===== src/apd_pkg.sv =====
// Shared types, constants and arithmetic helpers for the allpass delay filter.
// No dependencies.
package apd_pkg;

    localparam int DATA_W        = 16;
    localparam int DELAY_W       = 12;
    localparam int CFG_IDX_W     = 2;
    localparam int CFG_DATA_W    = 16;
    localparam int DEF_MAX_DELAY = 4096;

    localparam logic [CFG_IDX_W-1:0] REG_DELAY = 2'd0;
    localparam logic [CFG_IDX_W-1:0] REG_GAIN  = 2'd1;

    // +-0.999 in Q1.15
    localparam logic signed [DATA_W-1:0] GAIN_LIMIT = 16'sd32735;
    localparam logic signed [31:0]       ROUND_BIAS = 32'sd16384;

    typedef struct packed {
        logic signed [DATA_W-1:0] w;   // value written back to the line
        logic signed [DATA_W-1:0] y;   // filter output
    } t_arith_res;

    // round(p / 2^15), ties toward +inf; |p| < 2^30 so 32 bits hold the bias add
    function automatic logic signed [16:0] q15_round(input logic signed [31:0] p);
        logic signed [31:0] s;
        s = p + ROUND_BIAS;
        return s[31:15];
    endfunction

    function automatic logic signed [DATA_W-1:0] sat16(input logic signed [17:0] v);
        logic signed [DATA_W-1:0] r;
        if (v > 18'sd32767) begin
            r = 16'sh7fff;
        end else if (v < -18'sd32768) begin
            r = 16'sh8000;
        end else begin
            r = v[DATA_W-1:0];
        end
        return r;
    endfunction

endpackage


===== src/apd_cfg.sv =====
// Configuration registers (delay, gain) with range clamping on write.
// Depends on apd_pkg.
module apd_cfg
    import apd_pkg::*;
#(
    parameter int MAX_DELAY = DEF_MAX_DELAY,
    localparam int AW = $clog2(MAX_DELAY)
) (
    input  logic                         i_clk,
    input  logic                         i_rst_n,
    input  logic                         i_cfg_valid,
    output logic                         o_cfg_ready,
    input  logic [CFG_IDX_W-1:0]         i_cfg_index,
    input  logic [CFG_DATA_W-1:0]        i_cfg_data,
    output logic [AW-1:0]                o_delay,
    output logic signed [DATA_W-1:0]     o_gain
);

    localparam logic [16:0] DELAY_MAX = 17'(MAX_DELAY - 1);

    logic [AW-1:0]            r_delay, n_delay;
    logic signed [DATA_W-1:0] r_gain, n_gain;
    logic [16:0]              delay_raw;
    logic signed [DATA_W-1:0] gain_raw;

    assign o_cfg_ready = 1'b1;
    assign delay_raw   = 17'(i_cfg_data[DELAY_W-1:0]);
    assign gain_raw    = i_cfg_data;

    always_comb begin
        n_delay = r_delay;
        n_gain  = r_gain;
        if (i_cfg_valid) begin
            unique case (i_cfg_index)
                REG_DELAY: begin
                    if (delay_raw == 17'd0) begin
                        n_delay = AW'(1);
                    end else if (delay_raw > DELAY_MAX) begin
                        n_delay = DELAY_MAX[AW-1:0];
                    end else begin
                        n_delay = delay_raw[AW-1:0];
                    end
                end
                REG_GAIN: begin
                    if (gain_raw > GAIN_LIMIT) begin
                        n_gain = GAIN_LIMIT;
                    end else if (gain_raw < -GAIN_LIMIT) begin
                        n_gain = -GAIN_LIMIT;
                    end else begin
                        n_gain = gain_raw;
                    end
                end
                default: ;
            endcase
        end
    end

    always_ff @(posedge i_clk) begin
        if (!i_rst_n) begin
            r_delay <= AW'(1);
            r_gain  <= '0;
        end else begin
            r_delay <= n_delay;
            r_gain  <= n_gain;
        end
    end

    assign o_delay = r_delay;
    assign o_gain  = r_gain;

endmodule


===== config.mk =====
export PLATFORM = sky130hd
export DESIGN_NAME = apd_cfg
export DESIGN_NICKNAME = d
export VERILOG_FILES = /design/src/apd_pkg.sv /design/src/apd_cfg.sv
export SDC_FILE = /design/constraint.sdc
export NUM_CORES = 1
export LEC_CHECK = 0
export ABC_AREA = 1
export BUFFER_PORTS_ARGS = -buffer_cell sky130_fd_sc_hd__buf_2
export CAP_MARGIN = 5
export CORE_MARGIN = 2
export CORE_UTILIZATION = 42
export DETAILED_ROUTE_END_ITERATION = 10
export PLACE_DENSITY = 0.79
export SYNTH_ARGS = -nofsm -noshare
export SYNTH_HDL_FRONTEND = slang
export SYNTH_SLANG_ARGS = --single-unit

===== constraint.sdc =====
create_clock -name i_clk -period 1.5 [get_ports i_clk]
set_input_delay 0.3 -clock i_clk [delete_from_list [all_inputs] [get_ports i_clk]]
set_output_delay 0.3 -clock i_clk [all_outputs]
set_load 0.01 [all_outputs]

==> Word-level counts from Yosys, hierarchy flattened <==
Index checks and enable logic that the tools add are counted.
{ "totals": {"regBits": 28, "input_bits": 21, "out_inout_bits": 29, "word_cells": 14} }
{ "op_classes": {"n_lt_le_gt_ge": 3, "muxes": 4, "reduce_logical": 4, "eq_ne": 1} }
{ "op_table": {"columns": ["operator", "count"], "rows": [
  ["16-bit two-way mux", 2],
  ["12-bit two-way mux", 2],
  ["17-bit logical NOT", 1],
  ["16-bit greater-than comparator, second input constant", 1],
  ["16-bit < comparator, second input constant", 1],
  ["12-bit greater-than comparator, second input constant", 1],
  ["2-bit AND reduction", 2],
  ["2-bit by 1-bit == test with 1-bit output, second input constant", 1],
  ["2-bit logical NOT", 1]
]} }

==> Depth between registers and ports, before layout <==
{ "depth": {"ltp_word": 3, "depth_mapped": 10} }

==> Least setup slack after synthesis <==
No wires, ideal clock.
{ "synth_timing": {"path_kind": "input-to-reg", "start": "input i_cfg_data[1]", "end": "register r_gain[10] (netlist: o_gain[10])", "t_required_ns": 1.378, "arrival_ns": 1.354, "cell_stages": 10, "path_slack_ns": 0.024, "path_buffers": 1, "setup_ns": 0.122, "path_cell_list": "inv_1 -> nand3_1 -> nor2_1 -> o21ai_0 -> nand2_1 -> ha_1 -> inv_1 -> buf_2 -> a21oi_1 -> a21oi_2"} }
{ "synth_via": {"elab_chain_cells": 3} }
{ "synth_rtl": {"columns": ["element", "line", "rtl"], "rows": [
  ["start, declared", "apd_cfg.sv:14", "input logic [CFG_DATA_W-1:0] i_cfg_data,"],
  ["16-bit < comparator", "apd_cfg.sv:47", "end else if (gain_raw < -GAIN_LIMIT) begin"],
  ["16-bit two-way mux", "apd_cfg.sv:47", null],
  ["16-bit two-way mux *", "apd_cfg.sv:45", "if (gain_raw > GAIN_LIMIT) begin"],
  ["end signal, assigned", "apd_cfg.sv:64", "r_gain <= n_gain;"],
  ["end, declared", "apd_cfg.sv:22", "logic signed [DATA_W-1:0] r_gain, n_gain;"]
]} }
Mark *: on every way between the ends. The rest lies on a longest branch, timed or not.
A chain may end at the register's enable or synchronous reset.

==> Worst setup path after layout <==
{ "layout_timing": {"start": "input i_cfg_data[14]", "end": "register r_gain[8] (netlist: o_gain[8])"} }
Same word-level chain as after synthesis.

==> reports/qor.yml <==
global_routing:
  grt_max_degree: 27
  grt_pass1_vias: 1187
  antenna_found_initial: 0
  grt-ovfl-total: 0
  grt_pass1_wl_um: 5050
  grt_usage: 0.187
setup_path:
  required_ps: 1780
  worst_ep_arrival_time_ps: 1590
  start_kind: "input port"
  critPathKind: "input port to flip-flop"
  critPathMaxFanout: 8
  reg2reg_depth: 2
  worstSetupEndpointType: "flip-flop"
logic_synthesis:
  syn_area_per_cell_um2: 7.70
  synth_top_area_share: 0.449
  syn_nets: 184
  synth_area_um2: 1250
  synth_area_leaders: "dfxtp_1, a21oi_1, o21ai_0"
  yosys_register_bits: 28
  yosys_warnings: 0
  yosysSeqAreaShare: 0.449
  yosys.cell_types.count: 20
  syn_inst: 162
  synth_top_cell_by_area: "dfxtp_1"
sta:
  rsz0062_at_grt: "no"
  skew_ps: 0
  timing.fmax_mhz: 765
  setup_viol: 0
  setup_slack_ps: 192
  report.final.slew_viol_count: 0
  period_share: 0.872
  hold_viol_final: 0
  fin_crit_ps: 1310
final_layout:
  area_delta_synth_final_pct: 32.9
  design_area_um2: 1660
  layout-drive-gt1-share: 0.407
  fillers: 266
  stdcell_count: 257
  final_nets: 249
  antenna_cells: 0
placed_design:
  dp_worst_setup_slack_ps: -174
  gp_congestion: 0.842
  io_buffers: 48
  place_area_um2: 1620
  dp_hpwl_um: 2280
  place_inst: 253
floorplanning:
  die_x_um: 58.5
  fp-row-count: 19
  initial_core_util: 0.448
  core-area_um2: 2780
  die_h_um: 58.5
  fp.dieArea_um2: 3420
  io_pins: 50
route:
  vias: 1271
  drc_errors: 0
  drt_first_pass_iters: 4
  wl_per_cell_um: 11.6
  drt.antenna.violating_nets: 0
  drtIter0Drc: 58
  via_per_inst: 4.95
  routed_wl_um: 2980
clocking:
  clockBufferDepth: 2
  htreeDepth: 1
  cts_setup_buffers: 0
  cts.repair.resized: 0
  clock-root-buffer: "clkbuf_4"
  cts_hold_buf: 0
  insertion_delay_ps: 330
  cts_tree: "built"
  cts_sinks: 28
  cts_made_buffers: 3
  clk_pin_slew_worst_paths_ps: 140
pwr:
  p_leak_nw: 0.822
  pwr_density_cell_nw_per_um2: 860
  power.total_w: 0.00143
  ir_worst_vdd_mv: 0.837
run_status:
  outcome: "finished clean"
worst_hold_path:
  whs_path_depth: 3
  holdCritPathClass: "input port to flip-flop"
run:
  cap_violations: 0
[kinds of logic after synthesis]
group           count (synthesis)  synth area share
compound gates                 63             0.286
simple gates                   48             0.169
flops                          28             0.449
buf+inv                        21            0.0833
fa+ha+maj                       1            0.0100
other cells                     1           0.00301
[report_power, final]
group | switching (W) | internal [W]
combinational | 0.000145 | 0.000114
sequential | 0.0000157 | 0.000781
clock | 0.000222 | 0.000149
total | 0.000382 | 0.00104
[synth_stat cells, drive strengths merged]
library cell   n
a21oi         37
dfxtp         28
o21ai         26
nand2         23
nor2          21
inv           13
buf            6
nand3          4
clkbuf         2
conb           1
ha             1
[path summary, 6_finish.rpt]
path | to | slack (ps) | from
setup / recovery | o_gain[8] | 190 | i_cfg_data[14]
hold / removal | o_delay[1] | 230 | i_cfg_data[1]
setup reg to reg | o_gain[6] | 820 | o_gain[6]
hold reg to reg | o_delay[7] | 470 | o_delay[7]
[placed cells by master (no fill, tap or decap)]
cell      count
clkbuf_8      1
nand2_1      21
buf_2        48
nor2_4        1
nor2_1       17
nor2_2        3
o21ai_1       1
nand2_2       2
nand3_2       1
nand3_1       3
ha_1          1
clkbuf_4      3
conb_1        1
dfxtp_1      28
inv_1        11
a21oi_2      11
a21oi_1      26
o21ai_0      25
inv_2         2
buf_4        20
[through the flow]
stage	hold WS [ps]	setup TNS [ps]	util
after floorplan	438	0	-
after global placement	451	-1390	0.583
after detailed placement	454	-1940	0.583
after CTS	216	0	0.596
after global routing	212	0	0.596
final	226	0	0.596
[cell type report]
| cell class | count | area (um^2) | share of cell area |
|---|---|---|---|
| multi-input cells | 113 | 583 | 0.352 |
| inverters | 13 | 48.8 | 0.0294 |
| repair buffers | 68 | 390 | 0.235 |
| clock buffers | 4 | 36.3 | 0.0219 |
| flip-flops and latches | 28 | 561 | 0.338 |
| well taps | 31 | 38.8 | 0.0234 |
[worst max-delay path, cell delays in order]
cell	delay, ps
buf_2	100
nor2_1	130
nand3_1	100
nor2_1	100
o21ai_0	80
nand2_1	60
ha_1	210
inv_1	120
buf_4	170
a21oi_1	80
a21oi_2	120
[state kept, by name (all words and copies together), names as in the netlist]
name	cells
o_gain	16
o_delay	12
[layer usage]
layer  GRT usage  routed length, um
met2       0.321               1420
met1       0.237               1350
met3      0.0571                194
met4      0.0199                 19
met5           0                  0
Power figures use the tool's default switching activity.
