## config.mk

```make
export PLATFORM = sky130hd
export DESIGN_NAME = apd_arith
export DESIGN_NICKNAME = d
export VERILOG_FILES = /design/src/apd_pkg.sv /design/src/apd_arith.sv
export SDC_FILE = /design/constraint.sdc
export NUM_CORES = 1
export LEC_CHECK = 0
export BUFFER_PORTS_ARGS = -buffer_cell sky130_fd_sc_hd__buf_2
export CAP_MARGIN = 20
export CORE_ASPECT_RATIO = 1.1
export CORE_MARGIN = 2
export CORE_UTILIZATION = 35
export DETAILED_ROUTE_END_ITERATION = 8
export PLACE_DENSITY_LB_ADDON = 0.2
export SLEW_MARGIN = 20
export SYNTH_ARGS = -nofsm -noshare
export SYNTH_HDL_FRONTEND = slang
export SYNTH_SLANG_ARGS = --single-unit
export TNS_END_PERCENT = 20
```

## constraint.sdc

```tcl
create_clock -name vclk -period 15.5
set_input_delay 3.1 -clock vclk [all_inputs]
set_output_delay 3.1 -clock vclk [all_outputs]
set_load 0.005 [all_outputs]
```

## src/apd_pkg.sv

```systemverilog
// Shared types, constants and arithmetic helpers for the allpass delay filter.
// No dependencies.
package apd_pkg;

    localparam int DATA_W        = 16;
    localparam int DELAY_W       = 12;
    localparam int CFG_IDX_W     = 2;
    localparam int CFG_DATA_W    = 16;
    localparam int DEF_MAX_DELAY = 4096;

    localparam logic [CFG_IDX_W-1:0] REG_DELAY = 2'd0;
    localparam logic [CFG_IDX_W-1:0] REG_GAIN  = 2'd1;

    // +-0.999 in Q1.15
    localparam logic signed [DATA_W-1:0] GAIN_LIMIT = 16'sd32735;
    localparam logic signed [31:0]       ROUND_BIAS = 32'sd16384;

    typedef struct packed {
        logic signed [DATA_W-1:0] w;   // value written back to the line
        logic signed [DATA_W-1:0] y;   // filter output
    } t_arith_res;

    // round(p / 2^15), ties toward +inf; |p| < 2^30 so 32 bits hold the bias add
    function automatic logic signed [16:0] q15_round(input logic signed [31:0] p);
        logic signed [31:0] s;
        s = p + ROUND_BIAS;
        return s[31:15];
    endfunction

    function automatic logic signed [DATA_W-1:0] sat16(input logic signed [17:0] v);
        logic signed [DATA_W-1:0] r;
        if (v > 18'sd32767) begin
            r = 16'sh7fff;
        end else if (v < -18'sd32768) begin
            r = 16'sh8000;
        end else begin
            r = v[DATA_W-1:0];
        end
        return r;
    endfunction

endpackage

```

## src/apd_arith.sv

```systemverilog
// Allpass arithmetic: feedback write value and output, both rounded and saturated.
// Depends on apd_pkg.
module apd_arith
    import apd_pkg::*;
(
    input  logic signed [DATA_W-1:0] i_x,
    input  logic signed [DATA_W-1:0] i_d,
    input  logic signed [DATA_W-1:0] i_g,
    output t_arith_res               o_res
);

    logic signed [31:0] prod_d;
    logic signed [31:0] prod_x;
    logic signed [16:0] rnd_d;
    logic signed [16:0] rnd_x;

    assign prod_d = i_d * i_g;
    assign prod_x = i_x * i_g;
    assign rnd_d  = q15_round(prod_d);
    assign rnd_x  = q15_round(prod_x);

    assign o_res.w = sat16(18'(i_x) - 18'(rnd_d));
    assign o_res.y = sat16(18'(i_d) + 18'(rnd_x));

endmodule
```

[Word-level counts from Yosys, hierarchy flattened]
Cells that the tools add are included.
Operators by class
  multipliers: 2
  muxes and demuxes: 4
  add/subtract/negate cells: 4
  magnitude comparators: 4
Operators by type and width (number)
  $add A32 B16 Y32 const B: 2
  $mul A16 B16 Y32: 2
  $mux W16: 4
  $gt A18 B16 Y1 const B: 2
  $lt A18 B16 Y1 const B: 2
  $add A16 B17 Y18: 1
  $sub A16 B17 Y18: 1
Storage, ports and cells
  flip-flop bits (word level): 0
  input port bits: 48
  logic and storage cells: 14

[Depth between registers and ports, before layout]
Gate-level depths: netlist (run 1).
  depth in word-level cells: 6
  mapped depth: 35
  mapped depth without buffers: 32

[Worst setup path after synthesis (run 1)]
OpenSTA, ideal clock, no wires.
  path type: in2out
  from: input i_g[1]
  to: output o_res[10] (netlist name)
  stages: 32
  buffers on the path: 3
  arrival time: 10.936 ns
  data required time: 12.400 ns
  slack: 1.464 ns
  cell sequence: clkbuf_1 -> clkbuf_1 -> nand2_1 -> fa_1 -> fa_1 -> fa_1 -> inv_1 -> fa_1 -> fa_1 -> inv_1 -> fa_1 -> inv_1 -> ha_1 -> a21o_1 -> a211o_1 -> nand4b_1 -> a311oi_1 -> nor2_1 -> a21oi_1 -> o21bai_1 -> xor2_1 -> ha_1 -> a2111oi_4 -> nand2_1 -> a21oi_2 -> o211ai_2 -> a311o_1 -> mux2_2 -> o32a_1 -> o21ai_4 -> buf_8 -> o21ai_2
RTL lines
  from (decl): RTL line apd_arith.sv:8  | input logic signed [DATA_W-1:0] i_g,
  to (decl): RTL line apd_arith.sv:9  | output t_arith_res o_res

==> results of run 1 <==
## repair_timing
| item | 4_1_cts | 5_1_grt |
|---|---|---|
| setup endpoints to repair | 0 | 11 |
| gates resized for setup | 0 | 1 |
| setup buffers | 0 | 4 |
| hold endpoints to repair | 0 | 0 |
| hold buffers | 0 | 0 |
## area by class of cell
class / count / area share, %
inverter: 592 / 10.03
timing repair buffer: 133 / 3.727
multi-input combinational: 1630 / 81.95
tap: 760 / 4.292
## stage by stage
| step | hold slack [ns] | std cells | area (sq um) |
|---|---|---|---|
| 3_5_place_dp | 6.949 | 3111 | 22110 |
| 5_1_grt | 7.021 | 3115 | 22160 |
| 4_1_cts | 6.952 | 3111 | 22110 |
| 6_report | 6.934 | 3115 | 22160 |
| 2_1_floorplan | 6.452 | 2308 | 20730 |
| 3_3_place_gp | 6.963 | 3111 | 22110 |
## synthesized netlist by cell type, types with 3 or more instances
cell type / count / area [sq um]
sky130_fd_sc_hd__a211o_1: 3 / 26.28
sky130_fd_sc_hd__a211oi_1: 8 / 60.06
sky130_fd_sc_hd__a21o_1: 36 / 270.3
sky130_fd_sc_hd__a21oi_1: 42 / 210.2
sky130_fd_sc_hd__a311oi_1: 3 / 26.28
sky130_fd_sc_hd__a31oi_1: 3 / 18.77
sky130_fd_sc_hd__and2_1: 236 / 1476
sky130_fd_sc_hd__and3_1: 8 / 50.05
sky130_fd_sc_hd__clkbuf_1: 82 / 307.8
sky130_fd_sc_hd__fa_1: 526 / 10530
sky130_fd_sc_hd__ha_1: 188 / 2352
sky130_fd_sc_hd__inv_1: 592 / 2222
sky130_fd_sc_hd__nand2_1: 276 / 1036
sky130_fd_sc_hd__nand2b_1: 17 / 106.4
sky130_fd_sc_hd__nand3_1: 8 / 40.04
sky130_fd_sc_hd__nand4_1: 7 / 43.79
sky130_fd_sc_hd__nor2_1: 56 / 210.2
sky130_fd_sc_hd__nor2b_1: 5 / 31.28
sky130_fd_sc_hd__nor3_1: 11 / 55.05
sky130_fd_sc_hd__o211ai_1: 4 / 30.03
sky130_fd_sc_hd__o21a_1: 12 / 90.09
sky130_fd_sc_hd__o21ai_0: 35 / 175.2
sky130_fd_sc_hd__o21ai_2: 8 / 70.07
sky130_fd_sc_hd__o21bai_1: 7 / 52.55
sky130_fd_sc_hd__o31ai_1: 5 / 37.54
sky130_fd_sc_hd__or2_2: 4 / 25.02
sky130_fd_sc_hd__or3_1: 3 / 18.77
sky130_fd_sc_hd__xnor2_1: 52 / 455.4
sky130_fd_sc_hd__xor2_1: 24 / 210.2
## logic make-up (layout without fill, tap and decap cells)
kind of cell / count (synthesis) / in the layout
multiplexers: 3 / 3
AO/OA/AOI/OAI: 197 / 197
adder cells (fa/ha/maj): 714 / 714
XOR/XNOR: 76 / 76
AND/OR/NAND/NOR: 640 / 640
buffers and inverters: 678 / 725
## per-layer routing
layer | global-route usage [%] | vias to the layer above | wire length (um)
met2 | 37.75 | 308 | 30710
met1 | 24.73 | 7957 | 22940
met4 | 6.723 | 0 | 2462
li1 | - | 6899 | -
met5 | 0 | - | 0
met3 | 1.361 | 97 | 2106
## worst max-delay path by stage
stage,slack (ns),depth (start not counted),startpoint,to
after floorplan,1.46,32,i_g[1],o_res[10]
after global placement,0.79,34,i_g[5],o_res[2]
after detailed placement,0.64,34,i_g[5],o_res[3]
after CTS,0.60,34,i_g[5],o_res[3]
after global routing,0.06,35,i_g[2],o_res[14]
final,0.65,35,i_g[2],o_res[14]
==> reports/summary.log, run 1 <==
[flow_run] maxcap violations 0
[timing] final setup slack of the worst path 0.6544 ns
[timing] share of the clock period used by the worst path after layout 95.78%
[route] Wirelength per Cell 18.69 um
[route] total via count in the routed design 15.26k
[logic_synthesis] multiplexer share of the synthesized area 0.1570%
[logic_synthesis] Mean Syn Cell Area 8.980 sq um
[timing] maximum clock frequency 67.36 MHz
[logic_synthesis] count of warnings emitted by yosys 0
[cells_and_area] Ant. Diodes 0
[hold_path] hold path depth 5
[worst_setup_path] slowest stage cell on the critical path sky130_fd_sc_hd__fa_1
[grt] first-pass GRT wire length 96280 um
[logic_synthesis] post-synthesis cell area 20730 sq um
[worst_setup_path] nature of the critical path startpoint input port
[cells_and_area] register cell area after layout 0 sq um
[cells_and_area] leading cell type in the layout, fill and taps excluded sky130_fd_sc_hd__inv_1
[logic_synthesis] Seq/Total Area, Yosys 0%
[worst_setup_path] Slowest Stage Delay on Critical Path 0.52 ns
[timing] Slew @ Worst Pin 0.6374 ns
[grt] antenna violations before repair 2
[worst_setup_path] sum of buffers and inverters on the critical path 9
[worst_setup_path] kind of capture point of the worst setup path output pin
[die] number of top-level design ports 80
[timing] Fin. Hold Viols 0
[route] First-pass DRT Iterations 7
[cells_and_area] Area growth syn-to-layout 6.900%
[logic_synthesis] total nets after synthesis 3070
[timing] final period demand of the worst path 14.85 ns
[placement] input/output buffers 80
[logic_synthesis] Compound-Gate Fraction of Synth Area 6.785%
[timing] number of max-slew violations in the final report 0
[placement] Worst Setup Slack post-DPL 0.6412 ns
[die] standard cell core area 58530 sq um
[route] Detail Route Antenna Nets 0
[cells_and_area] clock buffer count 0
[placement] Final GP Congestion 0.8628
[timing] setup tns final 0 ns
[route] Post-route DRC 0
[grt] global routing usage summed across all routing layers 20.23%
[logic_synthesis] Simple-Gate Fraction of Synth Area 15.30%
[cells_and_area] most used cells in the layout excluding fill and tap cells sky130_fd_sc_hd__inv_1, sky130_fd_sc_hd__fa_1, sky130_fd_sc_hd__nand2_1
[cells_and_area] fin nets 3119
[cells_and_area] ratio of cells with drive above 1 in the final layout 6.752%
[die] Placement Rows 93
[logic_synthesis] Cell variety after synth 67
[hold_path] WHS Endpoint o_res[1]
[die] vertical die dimension 259.2 um
[worst_setup_path] Max FO, Critical Path 22
[grt] pin count of the biggest net entering global routing 31
[status] run status finished clean
[worst_setup_path] class of the most critical setup path input port to output pin
[route] drt first-iter violations 547
[die] Initial Utilization 35.41%
[logic_synthesis] adder and majority cell fraction of the synthesized area 62.16%
[route] average vias per placed instance 4.899
[placement] estimated wirelength of the detail-placed design 48660 um
[worst_setup_path] dominant cell type by count on the critical path sky130_fd_sc_hd__fa_1
[cells_and_area] multi-input gate area in the final layout 18160 sq um
[cells_and_area] number of inserted filler cells in the final layout 5988
[timing] Setup-failing EPs final 0
[timing] Relative slew margins 57.06%
[die] Horiz. Die Dim 236.0 um
[worst_setup_path] Crit path arrival time 11.75 ns
[cells_and_area] seq_cells 0
[cells_and_area] final core utilization 37.85%
[logic_synthesis] instance count of the mapped netlist 2308
[grt] sum of overflow across all layers after global routing 0
[route] routed wire length 58220 um
[hold_path] start point of the worst min-delay path i_d[1]
[worst_setup_path] endpoint required time on the critical path 12.40 ns
[die] area of the die 61180 sq um
[timing] RSZ-0062 raised after global routing false
[worst_setup_path] kind of cell adding the most delay to the critical path adder cells
[logic_synthesis] xor-xnor portion of the synthesized cell area 3.212%
[grt] number of global-route vias before repair 17.42k
[hold_path] worst hold path type input port to output pin
[logic_synthesis] main combinational cell family by area after synthesis adder cells
Power of run 1 is left out: the tool's default activity adds up to more than one toggle a clock period on the data nets, which glitch-free logic cannot reach.
==> run 2: changes to the inputs <==
--- a/config.mk
+++ b/config.mk
@@ -5,11 +5,12 @@
 export SDC_FILE = /design/constraint.sdc
 export NUM_CORES = 1
 export LEC_CHECK = 0
+export ABC_AREA = 1
 export BUFFER_PORTS_ARGS = -buffer_cell sky130_fd_sc_hd__buf_2
 export CAP_MARGIN = 20
 export CORE_ASPECT_RATIO = 1.1
 export CORE_MARGIN = 2
-export CORE_UTILIZATION = 35
+export CORE_UTILIZATION = 30
 export DETAILED_ROUTE_END_ITERATION = 8
 export PLACE_DENSITY_LB_ADDON = 0.2
 export SLEW_MARGIN = 20
==> run 2 against run 1 <==
  * Synthesized area increased by 12%
  * Setup slack better by 0.91 ns
  * Synthesized cell count up 39%
  * Via count is 24% higher
  * Final area up 11%
  * Global-route usage shrank 1.5 points
  * Cell count increased by 36%
  * Critical path depth increased by 1
  * First-iteration DRC count up 58%
  * Critical path type unchanged
==> reports/summary.log, run 2 <==
[grt] number of global-route vias before repair 20.33k [was 17.42k]
[grt] GR Layer Usage met1 23.59% [was 24.73%]
[logic_synthesis] total nets after synthesis 3972 [was 3070]
[cells_and_area] final core utilization 32.11% [was 37.85%]
[route] Post-route DRC 0 [unchanged]
[die] Horiz. Die Dim 268.8 um [was 236.0 um]
[grt] pin count of the biggest net entering global routing 34 [was 31]
[cells_and_area] Area growth syn-to-layout 5.840% [was 6.900%]
[timing] Slew @ Worst Pin 0.8488 ns [was 0.6374 ns]
[grt] global routing usage summed across all routing layers 18.77% [was 20.23%]
[cells_and_area] seq_cells 0 [unchanged]
[route] First-pass DRT Iterations 5 [was 7]
[cells_and_area] multi-input gate area in the final layout 19040 sq um [was 18160 sq um]
[logic_synthesis] most instantiated cells after synthesis sky130_fd_sc_hd__inv_1, sky130_fd_sc_hd__nand2_1, sky130_fd_sc_hd__fa_1 [was sky130_fd_sc_hd__inv_1, sky130_fd_sc_hd__fa_1, sky130_fd_sc_hd__nand2_1]
[worst_setup_path] endpoint required time on the critical path 12.40 ns [about the same]
[logic_synthesis] multiplexer share of the synthesized area 0% [was 0.1570%]
[logic_synthesis] count leader, synth sky130_fd_sc_hd__inv_1 [unchanged]
[grt] met3 usage 0.6413% [was 1.361%]
[worst_setup_path] Crit path arrival time 10.84 ns [was 11.75 ns]
[clocking] Post-CTS Setup Repair Bufs 0 [unchanged]
[timing] final period demand of the worst path 13.94 ns [was 14.85 ns]
[cells_and_area] fin nets 3962 [was 3119]
[worst_setup_path] class of the most critical setup path input port to output pin [unchanged]
[logic_synthesis] Simple-Gate Fraction of Synth Area 21.19% [was 15.30%]
[logic_synthesis] Cell variety after synth 36 [was 67]
[timing] setup tns final 0 ns [unchanged]
[cells_and_area] clock buffer count 0 [unchanged]
[placement] estimated wirelength of the detail-placed design 60990 um [was 48660 um]
[logic_synthesis] main combinational cell family by area after synthesis adder cells [unchanged]
[die] vertical die dimension 295.3 um [was 259.2 um]
[cells_and_area] finished layout cell area 24490 sq um [was 22160 sq um]
[worst_setup_path] slowest stage cell on the critical path sky130_fd_sc_hd__buf_2 [was sky130_fd_sc_hd__fa_1]
[cells_and_area] ratio of cells with drive above 1 in the final layout 4.628% [was 6.752%]
[route] drt first-iter violations 865 [was 547]
[worst_setup_path] kind of capture point of the worst setup path output pin [unchanged]
[timing] share of the clock period used by the worst path after layout 89.93% [was 95.78%]
[timing] Relative slew margins 43.41% [was 57.06%]
[cells_and_area] register cell area after layout 0 sq um [unchanged]
[logic_synthesis] instance count of the mapped netlist 3210 [was 2308]
[worst_setup_path] dominant cell type by count on the critical path sky130_fd_sc_hd__nand2_1 [was sky130_fd_sc_hd__fa_1]
[grt] first-pass GRT wire length 114800 um [was 96280 um]
[worst_setup_path] nature of the critical path startpoint input port [unchanged]
[logic_synthesis] xor-xnor portion of the synthesized cell area 1.779% [was 3.212%]
[grt] met2 capacity usage during global routing 35.72% [was 37.75%]
[logic_synthesis] post-synthesis cell area 23140 sq um [was 20730 sq um]
[die] Placement Rows 106 [was 93]
[placement] placed cell area 24490 sq um [was 22110 sq um]
[cells_and_area] most used cells in the layout excluding fill and tap cells sky130_fd_sc_hd__inv_1, sky130_fd_sc_hd__nand2_1, sky130_fd_sc_hd__fa_1 [was sky130_fd_sc_hd__inv_1, sky130_fd_sc_hd__fa_1, sky130_fd_sc_hd__nand2_1]
[logic_synthesis] Mean Syn Cell Area 7.209 sq um [was 8.980 sq um]
[timing] Fin. Hold Viols 0 [unchanged]
[route] Wirelength per Cell 16.91 um [was 18.69 um]
[placement] input/output buffers 80 [unchanged]
[grt] sum of overflow across all layers after global routing 0 [unchanged]
[cells_and_area] number of inserted filler cells in the final layout 8369 [was 5988]
[placement] Final GP Congestion 0.8951 [was 0.8628]
[hold_path] worst hold path type input port to output pin [unchanged]
[timing] RSZ-0062 raised after global routing false [unchanged]
[placement] Worst Setup Slack post-DPL 1.588 ns [was 0.6412 ns]
[clocking] hold_buf cts 0 [unchanged]
[route] average vias per placed instance 4.473 [was 4.899]
[die] number of top-level design ports 80 [unchanged]
[status] run status finished clean [unchanged]
[logic_synthesis] cell taking the most area after synthesis sky130_fd_sc_hd__fa_1 [unchanged]
[die] Initial Utilization 30.34% [was 35.41%]
[logic_synthesis] Seq/Total Area, Yosys 0% [unchanged]
[logic_synthesis] Compound-Gate Fraction of Synth Area 3.644% [was 6.785%]
[clocking] number of cells upsized or downsized after cts 0 [unchanged]
[worst_setup_path] Max FO, Critical Path 32 [was 22]
[route] total via count in the routed design 18.89k [was 15.26k]
[grt] antenna violations before repair 3 [was 2]
[grt] global route hottest layer met2 [unchanged]
[logic_synthesis] adder and majority cell fraction of the synthesized area 55.67% [was 62.16%]
[route] Detail Route Antenna Nets 0 [unchanged]
[cells_and_area] Ant. Diodes 0 [unchanged]
[timing] maximum clock frequency 71.74 MHz [was 67.36 MHz]
[cells_and_area] leading cell type in the layout, fill and taps excluded sky130_fd_sc_hd__inv_1 [unchanged]
[logic_synthesis] count of warnings emitted by yosys 0 [unchanged]
[timing] number of max-slew violations in the final report 0 [unchanged]
[timing] Setup-failing EPs final 0 [unchanged]
[flow_run] maxcap violations 0 [unchanged]
[die] area of the die 79370 sq um [was 61180 sq um]
[timing] final setup slack of the worst path 1.560 ns [was 0.6544 ns]
[worst_setup_path] Slowest Stage Delay on Critical Path 0.63 ns [was 0.52 ns]
[logic_synthesis] dominant cells by area after synthesis sky130_fd_sc_hd__fa_1, sky130_fd_sc_hd__inv_1, sky130_fd_sc_hd__nand2_1 [was sky130_fd_sc_hd__fa_1, sky130_fd_sc_hd__ha_1, sky130_fd_sc_hd__inv_1]
[die] standard cell core area 76260 sq um [was 58530 sq um]
[route] routed wire length 71420 um [was 58220 um]
[logic_synthesis] fraction of synthesized cell area taken by the top area cell type 45.51% [was 50.81%]
==> run 2: changes by cell type in the layout (fill, tap and decap cells not counted), sizes merged, moves of 18 or more <==
cell,previous run,this run
nor2,56,145
xnor2,52,19
nor3,11,29
a21oi,43,87
buf,132,92
a21o,36,3
nand2,276,934
inv,592,978
and2,236,1
nand3,8,63
==> run 2: kinds of logic after synthesis <==
group           after synthesis
simple gates               1213
buf+inv                    1083
fa+ha+maj                   714
compound gates              153
xor+xnor                     47
==> run 2: layout make-up <==
class                           instances  share of cell area, %
Tap cell                             1026                  5.242
Inverter                              979                  15.01
Multi-Input combinational cell       2127                  77.74
Timing Repair Buffer                   92                  2.003
==> run 2: worst max-delay path: cells and delay by family <==
| kind | cells | cell delay, ns |
|---|---|---|
| buffers and inverters | 10 | 1.71 |
| adder cells (fa/ha/maj) | 8 | 3.64 |
| AO/OA/AOI/OAI | 1 | 0.21 |
| AND/OR/NAND/NOR | 17 | 2.12 |
==> run 2: worst paths after layout <==
check                   start         to  slack [ns]  depth (start not counted)
worst max-delay path   i_g[1]  o_res[19]        1.56                         36
worst min-delay path  i_d[15]  o_res[15]        7.07                          5
==> run 2: layer usage <==
layer  up-vias  wire length [um]
met3        70              2073
met2       329             37820
met4         6              1674
met1      9448             29820
li1       9041                 -
met5         -                37
==> run 2: metrics by stage <==
stage,hold slack (ns),cells
after CTS,7.094,4224
after global routing,7.140,4224
final,7.071,4224
after detailed placement,7.087,4224
after floorplan,6.404,3210
after global placement,7.099,4224
Power of run 2 is left out for the same reason.
==> run 3: changes to the inputs <==
==> constraint.sdc (replaced) <==
create_clock -name vclk -period 18.05
set_input_delay 3.61 -clock vclk [all_inputs]
set_output_delay 3.61 -clock vclk [all_outputs]
set_load 0.005 [all_outputs]
==> run 3 against run 2 <==
  * Sequential share of layout area stayed put
  * Setup slack improved by 1.6 ns
  * Non-clock buffer count unchanged
  * Cell count did not move
  * Worst hold slack better by 1.0 ns
  * Global-route usage about the same
  * First-iteration DRC count rose by 14%
  * Via count fell by 0.83%
  * Utilization unchanged
  * Critical endpoint is now o_res[17]
==> reports/summary.log, run 3 (synthesis gave the netlist of run 2 again) <==
[route] First-pass DRT Iterations 6 [was 5]
[hold_path] worst hold path type input port to output pin [unchanged]
[grt] global routing usage summed across all routing layers 18.76% [was 18.77%]
[worst_setup_path] nature of the critical path startpoint input port [unchanged]
[route] routed wire length 71200 um [was 71420 um]
[cells_and_area] Area growth syn-to-layout 5.840% [unchanged]
[cells_and_area] ratio of cells with drive above 1 in the final layout 4.628% [unchanged]
[timing] RSZ-0062 raised after global routing false [unchanged]
[worst_setup_path] Max FO, Critical Path 32 [unchanged]
[flow_run] maxcap violations 0 [unchanged]
[grt] pin count of the biggest net entering global routing 34 [unchanged]
[die] Horiz. Die Dim 268.8 um [unchanged]
[cells_and_area] leading cell type in the layout, fill and taps excluded sky130_fd_sc_hd__inv_1 [unchanged]
[grt] number of global-route vias before repair 20.27k [was 20.33k]
[timing] Slew @ Worst Pin 0.8971 ns [was 0.8488 ns]
[cells_and_area] register cell area after layout 0 sq um [unchanged]
[timing] maximum clock frequency 66.94 MHz
[timing] Fin. Hold Viols 0 [unchanged]
[die] Initial Utilization 30.34% [unchanged]
[timing] final period demand of the worst path 14.94 ns
[clocking] Post-CTS Setup Repair Bufs 0 [unchanged]
[clocking] number of cells upsized or downsized after cts 0 [unchanged]
[cells_and_area] fin nets 3962 [unchanged]
[timing] number of max-slew violations in the final report 0 [unchanged]
[cells_and_area] clock buffer count 0 [unchanged]
[route] Detail Route Antenna Nets 0 [unchanged]
[timing] Setup-failing EPs final 0 [unchanged]
[placement] Post-Place Cells 4224 [unchanged]
[cells_and_area] Ant. Diodes 0 [unchanged]
[worst_setup_path] kind of capture point of the worst setup path output pin [unchanged]
[die] area of the die 79370 sq um [unchanged]
[timing] share of the clock period used by the worst path after layout 82.76%
[worst_setup_path] class of the most critical setup path input port to output pin [unchanged]
[timing] final hold slack 8.103 ns [was 7.071 ns]
[route] average vias per placed instance 4.436 [was 4.473]
[timing] Relative slew margins 40.20% [was 43.41%]
[die] Placement Rows 106 [unchanged]
[cells_and_area] number of inserted filler cells in the final layout 8392 [was 8369]
[grt] antenna violations before repair 3 [unchanged]
[placement] placed cell area 24490 sq um [unchanged]
[route] Post-route DRC 0 [unchanged]
[worst_setup_path] Crit path arrival time 11.33 ns [was 10.84 ns]
[grt] first-pass GRT wire length 114500 um [was 114800 um]
[route] total via count in the routed design 18.74k [was 18.89k]
[cells_and_area] finished layout cell area 24490 sq um [unchanged]
[die] vertical die dimension 295.3 um [unchanged]
[route] Wirelength per Cell 16.86 um [was 16.91 um]
[cells_and_area] non-filler instance count after layout 4224 [unchanged]
[cells_and_area] seq_cells 0 [unchanged]
[worst_setup_path] dominant cell type by count on the critical path sky130_fd_sc_hd__nand2_1 [unchanged]
[timing] setup tns final 0 ns [unchanged]
[status] run status finished clean [unchanged]
[placement] input/output buffers 80 [unchanged]
[die] standard cell core area 76260 sq um [unchanged]
[worst_setup_path] slowest stage cell on the critical path sky130_fd_sc_hd__buf_2 [unchanged]
[worst_setup_path] endpoint required time on the critical path 14.44 ns [was 12.40 ns]
[route] drt first-iter violations 989 [was 865]
[die] number of top-level design ports 80 [unchanged]
[placement] estimated wirelength of the detail-placed design 59750 um [was 60990 um]
[clocking] hold_buf cts 0 [unchanged]
[grt] sum of overflow across all layers after global routing 0 [unchanged]
[worst_setup_path] Slowest Stage Delay on Critical Path 0.62 ns [was 0.63 ns]
[placement] Final GP Congestion 0.8774 [was 0.8951]
[cells_and_area] most used cells in the layout excluding fill and tap cells sky130_fd_sc_hd__inv_1, sky130_fd_sc_hd__nand2_1, sky130_fd_sc_hd__fa_1 [unchanged]
## run 3: cell counts in the layout (fill, tap and decap cells not counted)
Identical to the previous run, type by type.
## run 3: path summary, 6_finish.rpt
| kind | slack [ns] | start | end | depth (start not counted) |
|---|---|---|---|---|
| max | 3.11 | i_g[1] | o_res[17] | 37 |
| min | 8.10 | i_d[15] | o_res[15] | 5 |
## run 3: final cells by class
type                       count  area [sq um]  area share (%)
inverter                     979          3677           15.01
multi-input combinational   2127         19040           77.74
tap                         1026          1284           5.242
timing repair buffer          92         490.5           2.003
## run 3: metrics by stage
stage | setup slack (ns) | utilization [%]
2_1_floorplan | 4.412 | -
3_3_place_gp | 3.058 | 32.11
3_5_place_dp | 3.108 | 32.11
4_1_cts | 3.083 | 32.11
5_1_grt | 2.452 | 32.11
6_report | 3.112 | 32.11
## run 3: metal layers
| metal | share of wire, % | vias up | routed length [um] | global-route usage, % |
|---|---|---|---|---|
| met5 | 0.021 | - | 15 | 0 |
| met1 | 43 | 9352 | 30410 | 23.80 |
| met2 | 53 | 286 | 37690 | 35.68 |
| met3 | 2.4 | 61 | 1720 | 0.6580 |
| li1 | - | 9034 | - | - |
| met4 | 1.9 | 4 | 1364 | 2.940 |
## run 3: worst max-delay path: cells and delay by family
kind,cells,cell delay (ns)
compound gates,1,0.22
fa+ha+maj,8,3.61
buf+inv,10,1.71
simple gates,18,2.13
Power of run 3 is left out for the same reason.
